<file path="src/rtl/awlm_pkg.sv">
// Shared types, constants and the log2 table of the audio window level meter.
// Depends on nothing; every other file but the defines header imports it.
`default_nettype none

package awlm_pkg;

  localparam int SAMPLE_W        = 16;
  localparam int SUM_W           = 32;
  localparam int LOG_W           = 16;
  localparam int D_W             = 17;
  localparam int PROD_W          = 36;
  localparam int LEVEL_W         = 13;
  localparam int OUT_DATA_W      = 16;
  localparam int MAX_SAMPLES_DEF = 65536;

  localparam logic [17:0]              DB_FACTOR   = 18'd147962;
  localparam logic signed [D_W-1:0]    LOG_OFFSET  = 17'sd15360;
  localparam logic signed [PROD_W-1:0] ROUND_HALF  = 36'sd524288;
  localparam logic signed [LEVEL_W-1:0] LEVEL_TOP   = 13'sd1920;
  localparam logic signed [LEVEL_W-1:0] LEVEL_FLOOR = -13'sd2560;

  localparam logic [10:0] LOG_TAB [0:32] = '{
    11'd0,   11'd45,  11'd90,  11'd132, 11'd174, 11'd214, 11'd254, 11'd292,
    11'd330, 11'd366, 11'd402, 11'd436, 11'd470, 11'd504, 11'd536, 11'd568,
    11'd599, 11'd629, 11'd659, 11'd689, 11'd717, 11'd745, 11'd773, 11'd800,
    11'd827, 11'd853, 11'd879, 11'd904, 11'd929, 11'd953, 11'd977, 11'd1001,
    11'd1024
  };

  typedef enum logic [2:0] {
    ST_IDLE,
    ST_SUM_GO,
    ST_SUM_WAIT,
    ST_CNT_GO,
    ST_CNT_WAIT,
    ST_SCALE,
    ST_CLAMP,
    ST_DONE
  } awlm_state_e;

  typedef struct packed {
    logic in_ready;
    logic log_start;
    logic sel_cnt;
    logic cap_lsum;
    logic cap_d;
    logic cap_prod;
    logic cap_level;
    logic cap_silent;
    logic load_out;
    logic clear_acc;
  } awlm_ctrl_t;

  typedef struct packed {
    logic end_req;
    logic log_done;
    logic is_silent;
    logic out_free;
  } awlm_stat_t;

endpackage

`default_nettype wire

</file>
<file path="src/rtl/awlm_accum.sv">
// Magnitude accumulator and sample counter of the level meter.
// Depends on awlm_pkg.
`default_nettype none

module awlm_accum
  import awlm_pkg::*;
#(
  parameter int MAX_SAMPLES = MAX_SAMPLES_DEF,
  parameter int CNT_W       = $clog2(MAX_SAMPLES + 1)
) (
  input  wire logic                clk_i,
  input  wire logic                rst_ni,
  input  wire logic                add_i,
  input  wire logic [SAMPLE_W-1:0] sample_i,
  input  wire logic                clear_i,
  output logic      [SUM_W-1:0]    sum_o,
  output logic      [CNT_W-1:0]    count_o
);

  logic [SUM_W-1:0]  sum_q, sum_d;
  logic [CNT_W-1:0]  count_q, count_d;
  logic [SAMPLE_W:0] mag;

  always_comb begin
    if (sample_i[SAMPLE_W-1]) begin
      mag = (SAMPLE_W+1)'(1 << SAMPLE_W) - {1'b0, sample_i};
    end else begin
      mag = {1'b0, sample_i};
    end
  end

  always_comb begin
    sum_d   = sum_q;
    count_d = count_q;
    if (clear_i) begin
      sum_d   = '0;
      count_d = '0;
    end else if (add_i && (count_q < CNT_W'(MAX_SAMPLES))) begin
      sum_d   = sum_q + SUM_W'(mag);
      count_d = count_q + CNT_W'(1);
    end
  end

  always_ff @(posedge clk_i or negedge rst_ni) begin
    if (!rst_ni) begin
      sum_q   <= '0;
      count_q <= '0;
    end else begin
      sum_q   <= sum_d;
      count_q <= count_d;
    end
  end

  assign sum_o   = sum_q;
  assign count_o = count_q;

endmodule

`default_nettype wire

</file>
<file path="src/rtl/awlm_log_unit.sv">
// Shared fixed-point log2 unit (Q10): five-step leading-one search, then table
// interpolation. Depends on awlm_pkg for the table and widths.
`default_nettype none

module awlm_log_unit
  import awlm_pkg::*;
(
  input  wire logic             clk_i,
  input  wire logic             rst_ni,
  input  wire logic             start_i,
  input  wire logic [SUM_W-1:0] x_i,
  output logic                  done_o,
  output logic      [LOG_W-1:0] result_o
);

  localparam logic [2:0] LAST_STEP = 3'd5;

  logic             busy_q, busy_d;
  logic [2:0]       step_q, step_d;
  logic [SUM_W-1:0] n_q, n_d;
  logic [4:0]       p_q, p_d;
  logic             done_q, done_d;
  logic [LOG_W-1:0] result_q, result_d;

  logic [4:0]       shamt;
  logic [SUM_W-1:0] hi_mask;
  logic [4:0]       idx;
  logic [7:0]       frac;
  logic [10:0]      lo, hi, diff;
  logic [18:0]      interp_prod;
  logic [10:0]      interp;

  always_comb begin
    shamt       = 5'd16 >> step_q;
    hi_mask     = ~({SUM_W{1'b1}} >> shamt);
    idx         = n_q[30:26];
    frac        = n_q[25:18];
    lo          = LOG_TAB[{1'b0, idx}];
    hi          = LOG_TAB[6'({1'b0, idx}) + 6'd1];
    diff        = hi - lo;
    interp_prod = 19'(diff * frac) + 19'd128;
    interp      = 11'(interp_prod >> 8);
  end

  always_comb begin
    busy_d   = busy_q;
    step_d   = step_q;
    n_d      = n_q;
    p_d      = p_q;
    done_d   = 1'b0;
    result_d = result_q;
    if (start_i) begin
      busy_d = 1'b1;
      step_d = '0;
      n_d    = x_i;
      p_d    = 5'd31;
    end else if (busy_q) begin
      if (step_q == LAST_STEP) begin
        busy_d   = 1'b0;
        done_d   = 1'b1;
        result_d = {1'b0, p_q, 10'd0} + LOG_W'(lo) + LOG_W'(interp);
      end else begin
        step_d = step_q + 3'd1;
        if ((n_q & hi_mask) == '0) begin
          n_d = n_q << shamt;
          p_d = p_q - shamt;
        end
      end
    end
  end

  always_ff @(posedge clk_i or negedge rst_ni) begin
    if (!rst_ni) begin
      busy_q <= 1'b0;
      step_q <= '0;
      done_q <= 1'b0;
    end else begin
      busy_q <= busy_d;
      step_q <= step_d;
      done_q <= done_d;
    end
  end

  always_ff @(posedge clk_i) begin
    n_q      <= n_d;
    p_q      <= p_d;
    result_q <= result_d;
  end

  assign done_o   = done_q;
  assign result_o = result_q;

endmodule

`default_nettype wire

</file>
<file path="src/rtl/awlm_ctrl.sv">
// Sequencer of the level meter: runs the shared log unit over sum and count,
// then scaling, clamping and the hand-off to the output register. Uses awlm_pkg.
`default_nettype none

module awlm_ctrl
  import awlm_pkg::*;
(
  input  wire logic       clk_i,
  input  wire logic       rst_ni,
  input  wire awlm_stat_t stat_i,
  output awlm_ctrl_t      ctrl_o
);

  awlm_state_e state_q, state_d;

  always_comb begin
    state_d = state_q;
    unique case (state_q)
      ST_IDLE:     if (stat_i.end_req) state_d = ST_SUM_GO;
      ST_SUM_GO:   state_d = stat_i.is_silent ? ST_DONE : ST_SUM_WAIT;
      ST_SUM_WAIT: if (stat_i.log_done) state_d = ST_CNT_GO;
      ST_CNT_GO:   state_d = ST_CNT_WAIT;
      ST_CNT_WAIT: if (stat_i.log_done) state_d = ST_SCALE;
      ST_SCALE:    state_d = ST_CLAMP;
      ST_CLAMP:    state_d = ST_DONE;
      ST_DONE:     if (stat_i.out_free) state_d = ST_IDLE;
      default:     state_d = ST_IDLE;
    endcase
  end

  always_comb begin
    ctrl_o = '0;
    unique case (state_q)
      ST_IDLE:     ctrl_o.in_ready = 1'b1;
      ST_SUM_GO: begin
        ctrl_o.cap_silent = stat_i.is_silent;
        ctrl_o.log_start  = !stat_i.is_silent;
      end
      ST_SUM_WAIT: ctrl_o.cap_lsum = stat_i.log_done;
      ST_CNT_GO: begin
        ctrl_o.sel_cnt   = 1'b1;
        ctrl_o.log_start = 1'b1;
      end
      ST_CNT_WAIT: ctrl_o.cap_d = stat_i.log_done;
      ST_SCALE:    ctrl_o.cap_prod = 1'b1;
      ST_CLAMP:    ctrl_o.cap_level = 1'b1;
      ST_DONE: begin
        ctrl_o.load_out  = stat_i.out_free;
        ctrl_o.clear_acc = stat_i.out_free;
      end
      default:     ctrl_o = '0;
    endcase
  end

  always_ff @(posedge clk_i or negedge rst_ni) begin
    if (!rst_ni) begin
      state_q <= ST_IDLE;
    end else begin
      state_q <= state_d;
    end
  end

endmodule

`default_nettype wire

</file>
<file path="src/rtl/audio_window_level_meter.sv">
// Top level of the audio window level meter: accumulator, shared log unit,
// sequencer, scaling datapath and output register. Depends on awlm_pkg.
//
// Each sample request adds the sample's magnitude to the window sum, so
// ordinary samples stream at one per clock while the input is ready. The
// request flagged by tlast closes the window: the input then stays not ready
// while the shared log unit (a five-step leading-one search plus one table
// interpolation step) runs once on the sum and once on the count, followed
// by one multiply, one clamp and the load of the output register. A silent
// window skips the log unit, the multiply and the clamp. A finished level
// waits in the output register without blocking new samples; a further
// window end waits only if that register is still full. Samples beyond
// MAX_SAMPLES in one window are ignored, but their tlast still closes it.
`default_nettype none

module audio_window_level_meter
  import awlm_pkg::*;
#(
  parameter int MAX_SAMPLES = MAX_SAMPLES_DEF
) (
  input  wire logic                  clk_i,
  input  wire logic                  rst_ni,
  input  wire logic                  s_axis_tvalid,
  output logic                       s_axis_tready,
  input  wire logic [SAMPLE_W-1:0]   s_axis_tdata,  // [15:0] sample
  input  wire logic                  s_axis_tlast,  // window_end
  output logic                       m_axis_tvalid,
  input  wire logic                  m_axis_tready,
  output logic      [OUT_DATA_W-1:0] m_axis_tdata,  // [12:0] level, [15:13] zero
  output logic                       m_axis_tuser   // [0] silent
);

  localparam int CNT_W = $clog2(MAX_SAMPLES + 1);

  awlm_ctrl_t ctrl;
  awlm_stat_t stat;

  logic             in_req;
  logic [SUM_W-1:0] sum;
  logic [CNT_W-1:0] count;
  logic             log_done;
  logic [LOG_W-1:0] log_res;
  logic [SUM_W-1:0] log_x;

  logic [LOG_W-1:0]         lsum_q;
  logic signed [D_W-1:0]    d_q, d_d;
  logic signed [PROD_W-1:0] prod_q, prod_d;
  logic signed [D_W-1:0]    shifted, lvl_wide;
  logic signed [LEVEL_W-1:0] level_q, level_d;
  logic                     silent_q;
  logic [LEVEL_W-1:0]       out_level_q;
  logic                     out_silent_q;
  logic                     out_valid_q;

  assign s_axis_tready = ctrl.in_ready;
  assign in_req        = s_axis_tvalid && ctrl.in_ready;

  awlm_accum #(
    .MAX_SAMPLES(MAX_SAMPLES),
    .CNT_W      (CNT_W)
  ) u_accum (
    .clk_i   (clk_i),
    .rst_ni  (rst_ni),
    .add_i   (in_req),
    .sample_i(s_axis_tdata),
    .clear_i (ctrl.clear_acc),
    .sum_o   (sum),
    .count_o (count)
  );

  assign log_x = ctrl.sel_cnt ? SUM_W'(count) : sum;

  awlm_log_unit u_log (
    .clk_i   (clk_i),
    .rst_ni  (rst_ni),
    .start_i (ctrl.log_start),
    .x_i     (log_x),
    .done_o  (log_done),
    .result_o(log_res)
  );

  always_comb begin
    stat.end_req   = in_req && s_axis_tlast;
    stat.log_done  = log_done;
    stat.is_silent = (sum == '0) || (count == '0);
    stat.out_free  = !out_valid_q || m_axis_tready;
  end

  awlm_ctrl u_ctrl (
    .clk_i (clk_i),
    .rst_ni(rst_ni),
    .stat_i(stat),
    .ctrl_o(ctrl)
  );

  always_comb begin
    d_d    = $signed({1'b0, lsum_q}) - $signed({1'b0, log_res}) - LOG_OFFSET;
    prod_d = PROD_W'(d_q * $signed({1'b0, DB_FACTOR})) + ROUND_HALF;
    shifted  = D_W'(prod_q >>> 20);
    lvl_wide = shifted + D_W'(LEVEL_TOP);
    if (lvl_wide < D_W'(LEVEL_FLOOR)) begin
      level_d = LEVEL_FLOOR;
    end else if (lvl_wide > D_W'(LEVEL_TOP)) begin
      level_d = LEVEL_TOP;
    end else begin
      level_d = LEVEL_W'(lvl_wide);
    end
  end

  always_ff @(posedge clk_i) begin
    if (ctrl.cap_lsum) begin
      lsum_q <= log_res;
    end
    if (ctrl.cap_d) begin
      d_q <= d_d;
    end
    if (ctrl.cap_prod) begin
      prod_q <= prod_d;
    end
    if (ctrl.cap_level) begin
      level_q  <= level_d;
      silent_q <= 1'b0;
    end else if (ctrl.cap_silent) begin
      level_q  <= LEVEL_FLOOR;
      silent_q <= 1'b1;
    end
    if (ctrl.load_out) begin
      out_level_q  <= level_q;
      out_silent_q <= silent_q;
    end
  end

  always_ff @(posedge clk_i or negedge rst_ni) begin
    if (!rst_ni) begin
      out_valid_q <= 1'b0;
    end else if (ctrl.load_out) begin
      out_valid_q <= 1'b1;
    end else if (m_axis_tready) begin
      out_valid_q <= 1'b0;
    end
  end

  assign m_axis_tvalid = out_valid_q;
  assign m_axis_tdata  = {(OUT_DATA_W - LEVEL_W)'(0), out_level_q};
  assign m_axis_tuser  = out_silent_q;

endmodule

`default_nettype wire

</file>
<file path="config.mk">
export PLATFORM = sky130hd
export DESIGN_NAME = audio_window_level_meter
export DESIGN_NICKNAME = d
export VERILOG_FILES = /design/src/rtl/awlm_pkg.sv /design/src/rtl/awlm_accum.sv /design/src/rtl/awlm_log_unit.sv /design/src/rtl/awlm_ctrl.sv /design/src/rtl/audio_window_level_meter.sv
export SDC_FILE = /design/constraint.sdc
export NUM_CORES = 1
export LEC_CHECK = 0
export BUFFER_PORTS_ARGS = -buffer_cell sky130_fd_sc_hd__buf_2
export CAP_MARGIN = 15
export CORE_MARGIN = 5
export CORE_UTILIZATION = 30
export CTS_BUF_LIST = sky130_fd_sc_hd__clkbuf_8
export DETAILED_ROUTE_END_ITERATION = 16
export MAX_ROUTING_LAYER = met4
export PLACE_DENSITY_LB_ADDON = 0.2
export RECOVER_POWER = 100
export SLEW_MARGIN = 20
export SYNTH_ARGS = -nofsm -noshare
export SYNTH_HDL_FRONTEND = slang
export SYNTH_SLANG_ARGS = --single-unit
</file>
<file path="constraint.sdc">
create_clock -name clk_i -period 9.13 [get_ports clk_i]
set_clock_uncertainty 0.15 [all_clocks]
set_input_delay 1.826 -clock clk_i [delete_from_list [all_inputs] [get_ports clk_i]]
set_output_delay 1.826 -clock clk_i [all_outputs]
set_load 0.02 [all_outputs]
</file>
==> results.json, run 1 <==
{
  "viasPerCell": 5.05,
  "critPathMaxFanout": 6,
  "hpwl_um": 45400,
  "ios": 40,
  "grt_usage": 0.149,
  "cts_made_buffers": 17,
  "setup_viol": 0,
  "gp_congestion": 0.877,
  "cts-root-buf": "clkbuf_8",
  "async_flop_share": 0.309,
  "area_growth_pct": 12.7,
  "synthCells": 2335,
  "dieArea_sq_um": 77000,
  "antenna_found_initial": 1,
  "io_buffer_count": 36,
  "coreArea_sq_um": 71200,
  "cp_slowest_cell": "fa_1",
  "totalWireLength_um": 56900,
  "min_period_ns": 8.64,
  "yosys.area.top_type": "ha_1",
  "clock_path_buffers": 2,
  "ys_warn_count": 0,
  "synth-edff-count": 124,
  "die_h_um": 278,
  "post-route-period-util": 0.947,
  "cpMostUsedCell": "buf_4",
  "min_path_type": "reg -> reg",
  "overflow": 0,
  "worst_setup_path_end_kind": "flop",
  "layout-drive-gt1-share": 0.106,
  "dr_total_vias": 17200,
  "criticalPathCategory": "reg -> reg",
  "outcome": "finished, violations left",
  "cpPeakStageDelay_ns": 0.54,
  "ys_types": 90,
  "drtPass1Iterations": 6,
  "syn_avg_cell_area_sq_um": 9.20,
  "cts_tree": "built",
  "fmax_mhz": 116,
  "critPathLaunchType": "flop",
  "num_rows": 98,
  "route.detailed.drc": 0,
  "grt_pass1_wl_um": 91900,
  "syn-cell-area_sq_um": 21500,
  "holdBufCountCts": 0,
  "grt_pass1_vias": 17203,
  "final-hold-violation-count": 0,
  "clk_pin_slew_ns": 0.11,
  "cts.sinks": 188,
  "grt_max_degree": 59,
  "hold_ws_ns": 0.273,
  "final_nets": 2896,
  "cp_num_buf_inv": 8,
  "start_util": 0.302,
  "max-cap-violations": 4,
  "initialDrtViolationCount": 871,
  "tightest_slew_ns": 3.42,
  "violations": "capacitance limit, slew limit",
  "synth_top_cell_area_share": 0.175,
  "ys_ff_latch": 188,
  "crit_required_ns": 9.23,
  "slew_headroom": -1.28,
  "antenna_left": 0,
  "path_delay_family": "adder cells",
  "worstPathArrival_ns": 8.74,
  "ys.flop_type": "edfxtp_1",
  "h-tree-depth": 4,
  "post_drt_wl_per_cell_um": 16.7,
  "ys_top_cells_by_area": "ha_1, edfxtp_1, fa_1, dfrtp_1, inv_1",
  "yosysSeqAreaShare": 0.247,
  "slew_viol_final": 179,
  "dieWidth_um": 278,
  "clk_latency_ns": 0.50
}
sequential cells by signal (all words and copies together) (netlist names), 16 cells and up:
register         cells
u_accum.count_o     17
u_log.n_q           32
d_q                 17
lsum_q              16
u_accum.sum_o       32
prod_q              16
u_log.result_o      16
routing by layer:
metal | wire length [um] | global-route usage
met1 | 27100 | 0.202
met2 | 26600 | 0.240
met3 | 2230 | 0.0226
met4 | 1020 | 0.0312
met5 | 0 | -
cell type report:
class                      instances  area, sq um
antenna                            1         2.50
clock buffer                      17          234
clock inverter                    15          123
fill                            7376        47000
inverter                         296         1110
multi-input combinational       1767        15100
sequential                       188         5300
tap                              950         1190
timing repair buffer             171         1190
synthesized netlist by cell type (16+ instances only):
master and number:
a21oi_1 105, nand2_1 181, nor3_1 32, nor2_1 145, o211ai_1 20, and3_1 26, inv_1 293, xnor2_1 76
nor4_1 17, dfrtp_1 58, nand3_1 59, clkbuf_1 66, edfxtp_1 124, a31oi_1 16, and2_1 63, ha_1 301
a21o_1 28, nand4_1 22, o22ai_1 21, mux2i_1 104, fa_1 133, xor2_1 37, o21ai_0 128
layout by cell type, fill, tap and decap left out, drive strengths merged, types with 20 or more instances in the layout:
master,count
edfxtp,124
a21oi,107
nor2,146
buf,144
dfrtp,58
fa,133
xnor2,76
clkbuf,44
o22ai,21
nand4,23
a21o,28
mux2i,104
nand2,181
o21ai,132
xor2,37
nand3,59
inv,305
o211ai,20
and3,26
ha,301
nor3,33
and2,64
cells by family (layout without fill, tap and decap cells):
logic type                 Yosys count  after routing  share of synthesized area
and+or+nand+nor                    646            646                      0.151
adders and majority gates          434            434                      0.299
DFF                                188            188                      0.247
buffers and inverters              383            499                     0.0683
xor gates and xnor gates           113            113                     0.0461
muxes                              106            106                     0.0495
other                                1              5                   0.000175
AOI/OAI and AO/OA                  464            464                      0.139
path summary, 6_finish.rpt:
check,startpoint,endpoint,slack [ns],cells past startpoint
setup / recovery,u_log.n_q[27],u_log.result_o[13],0.49,42
hold / removal,level_q[9],out_level_q[9],0.27,0
setup reg to reg,u_log.n_q[27],u_log.result_o[13],0.49,42
hold reg to reg,level_q[9],out_level_q[9],0.27,0
max in group asynchronous,rst_ni,u_accum.sum_o[28],4.46,2
min in group asynchronous,rst_ni,u_accum.sum_o[2],2.41,2
what timing repair did:
item,CTS,global route
buffers inserted,3,15
gates resized for setup,13,79
setup endpoints to repair,4,8
pin swaps,1,37
through the flow:
| stage | TNS, ns | cells | utilization | setup WS, ns | area (sq um) |
|---|---|---|---|---|---|
| finish | 0 | 3405 | 0.340 | 0.486 | 24200 |
| global route | -0.0318 | 3405 | 0.340 | -0.0190 | 24200 |
| floorplan | 0 | 2338 | - | 0.0395 | 21500 |
| CTS | 0 | 3388 | 0.335 | 0.0218 | 23800 |
| global placement | -0.159 | 3353 | 0.329 | -0.155 | 23400 |
| detailed placement | -0.443 | 3353 | 0.329 | -0.282 | 23400 |
Power of run 1 is left out: the tool's default activity adds up to more than one toggle a clock period on the data nets, which glitch-free logic cannot reach.
==> run 2: changes to the inputs <==
RECOVER_POWER = unset   (was 100)
REMOVE_ABC_BUFFERS = 1   (was unset)
==> run 2 against run 1 <==
  * The run now ends clean
  * Core utilization barely moved
  * Cell area barely moved
  * Final cell count barely moved
  * Critical path depth fell by 2
  * Hold slack improved by 0.0042 ns
  * Wire length fell by 1.6%
  * Highest routed layer unchanged
  * Die area did not move
  * First-iteration DRC count rose by 8.5%
==> results.json, run 2 (synthesis gave the netlist of run 1 again) <==
{
  "clk_pin_slew_ns": 0.10,
  "overflow": 0,
  "grt_pass1_wl_um": 90700,
  "fmax_mhz": 115,
  "pre_cts_ws_ns": -0.346,
  "tightest_slew_ns": 0.985,
  "drtPass1Iterations": 7,
  "initialDrtViolationCount": 945,
  "totalWireLength_um": 56000,
  "holdBufCountCts": 0,
  "num_rows": 98,
  "critPathLaunchType": "flop",
  "cts_tree": "built",
  "clk_latency_ns": 0.55,
  "cpPeakStageDelay_ns": 0.54,
  "worst_setup_path_end_kind": "flop",
  "dieArea_sq_um": 77000,
  "hold_ws_ns": 0.277,
  "worstPathArrival_ns": 8.97,
  "place_inst": 3362,
  "final-hold-violation-count": 0,
  "grt_usage": 0.148,
  "criticalPathCategory": "reg -> reg",
  "path_delay_family": "adder cells",
  "fin_ws_ns": 0.412,
  "crit_required_ns": 9.38,
  "route.detailed.drc": 0,
  "finalNonFillerCells": 3407,
  "grt_max_degree": 59,
  "viasPerCell": 4.93,
  "start_util": 0.302,
  "die_h_um": 278,
  "io_buffer_count": 36,
  "outcome": "finished clean",
  "antenna_left": 0,
  "hpwl_um": 44300,
  "slew_viol_final": 0,
  "coreArea_sq_um": 71200,
  "min_period_ns": 8.72,
  "max-cap-violations": 0,
  "h-tree-depth": 4,
  "grt_pass1_vias": 16939,
  "final_common_cell": "ha_1",
  "gp_congestion": 0.881,
  "clock_path_buffers": 2,
  "fillers": 7333,
  "post-route-period-util": 0.955,
  "post_drt_wl_per_cell_um": 16.4,
  "cp_slowest_cell": "fa_1",
  "final_nets": 2898,
  "dr_total_vias": 16811,
  "dieWidth_um": 278,
  "slew_headroom": 0.340,
  "min_path_type": "reg -> reg",
  "antenna_found_initial": 1,
  "layout-drive-gt1-share": 0.119,
  "cts.sinks": 188,
  "cp_num_buf_inv": 6,
  "ios": 40,
  "area_growth_pct": 12.7,
  "cts-root-buf": "clkbuf_8",
  "critPathMaxFanout": 4,
  "cts_made_buffers": 17,
  "mostFrequentLayoutCells": "ha_1, inv_1, nand2_1",
  "setup_viol": 0
}
[run 2: cell types whose count changed in the layout (fill, tap and decap cells not counted), sizes merged]
cell,before,now
buf,144,173
clkinvlp,2,7
inv,305,301
clkbuf,44,17
bufinv,1,0
[run 2: path summary, 6_finish.rpt]
path | from | endpoint | slack (ns) | depth (start not counted)
max | u_log.n_q[27] | u_log.result_o[12] | 0.41 | 40
min | level_q[1] | out_level_q[1] | 0.28 | 0
max reg2reg | u_log.n_q[27] | u_log.result_o[12] | 0.41 | 40
min reg2reg | level_q[1] | out_level_q[1] | 0.28 | 0
max in group asynchronous | rst_ni | u_accum.sum_o[28] | 6.98 | 2
min in group asynchronous | rst_ni | u_accum.sum_o[10] | 1.30 | 2
[run 2: through the flow]
stage | area (sq um) | util | TNS (ns)
floorplan | 21100 | - | -0.945
global placement | 23500 | 0.329 | -0.187
detailed placement | 23500 | 0.329 | -0.562
CTS | 23900 | 0.336 | 0
global route | 24200 | 0.340 | -0.0222
finish | 24200 | 0.340 | 0
[run 2: repair_timing]
item,in CTS,in global routing
setup buffers,4,7
endpoints found under the setup margin,4,8
resized for setup,15,60
pin swaps,4,35
[run 2: final cells by class]
type | count | area (sq um) | share of cell area
Multi-Input combinational cell | 1767 | 15000 | 0.620
Sequential cell | 188 | 5300 | 0.219
Timing Repair Buffer | 173 | 1230 | 0.0509
Tap cell | 950 | 1190 | 0.0491
Inverter | 296 | 1110 | 0.0461
Clock buffer | 17 | 234 | 0.00967
Clock inverter | 15 | 138 | 0.00569
Antenna cell | 1 | 2.50 | 0.000103
[run 2: routing by layer]
metal,part of all wire,vias to the layer above,global-route usage
li1,-,8360,-
met4,0.011,0,0.0287
met5,0,-,-
met2,0.48,263,0.248
met1,0.48,8144,0.193
met3,0.031,44,0.0209
Power of run 2 is left out for the same reason.
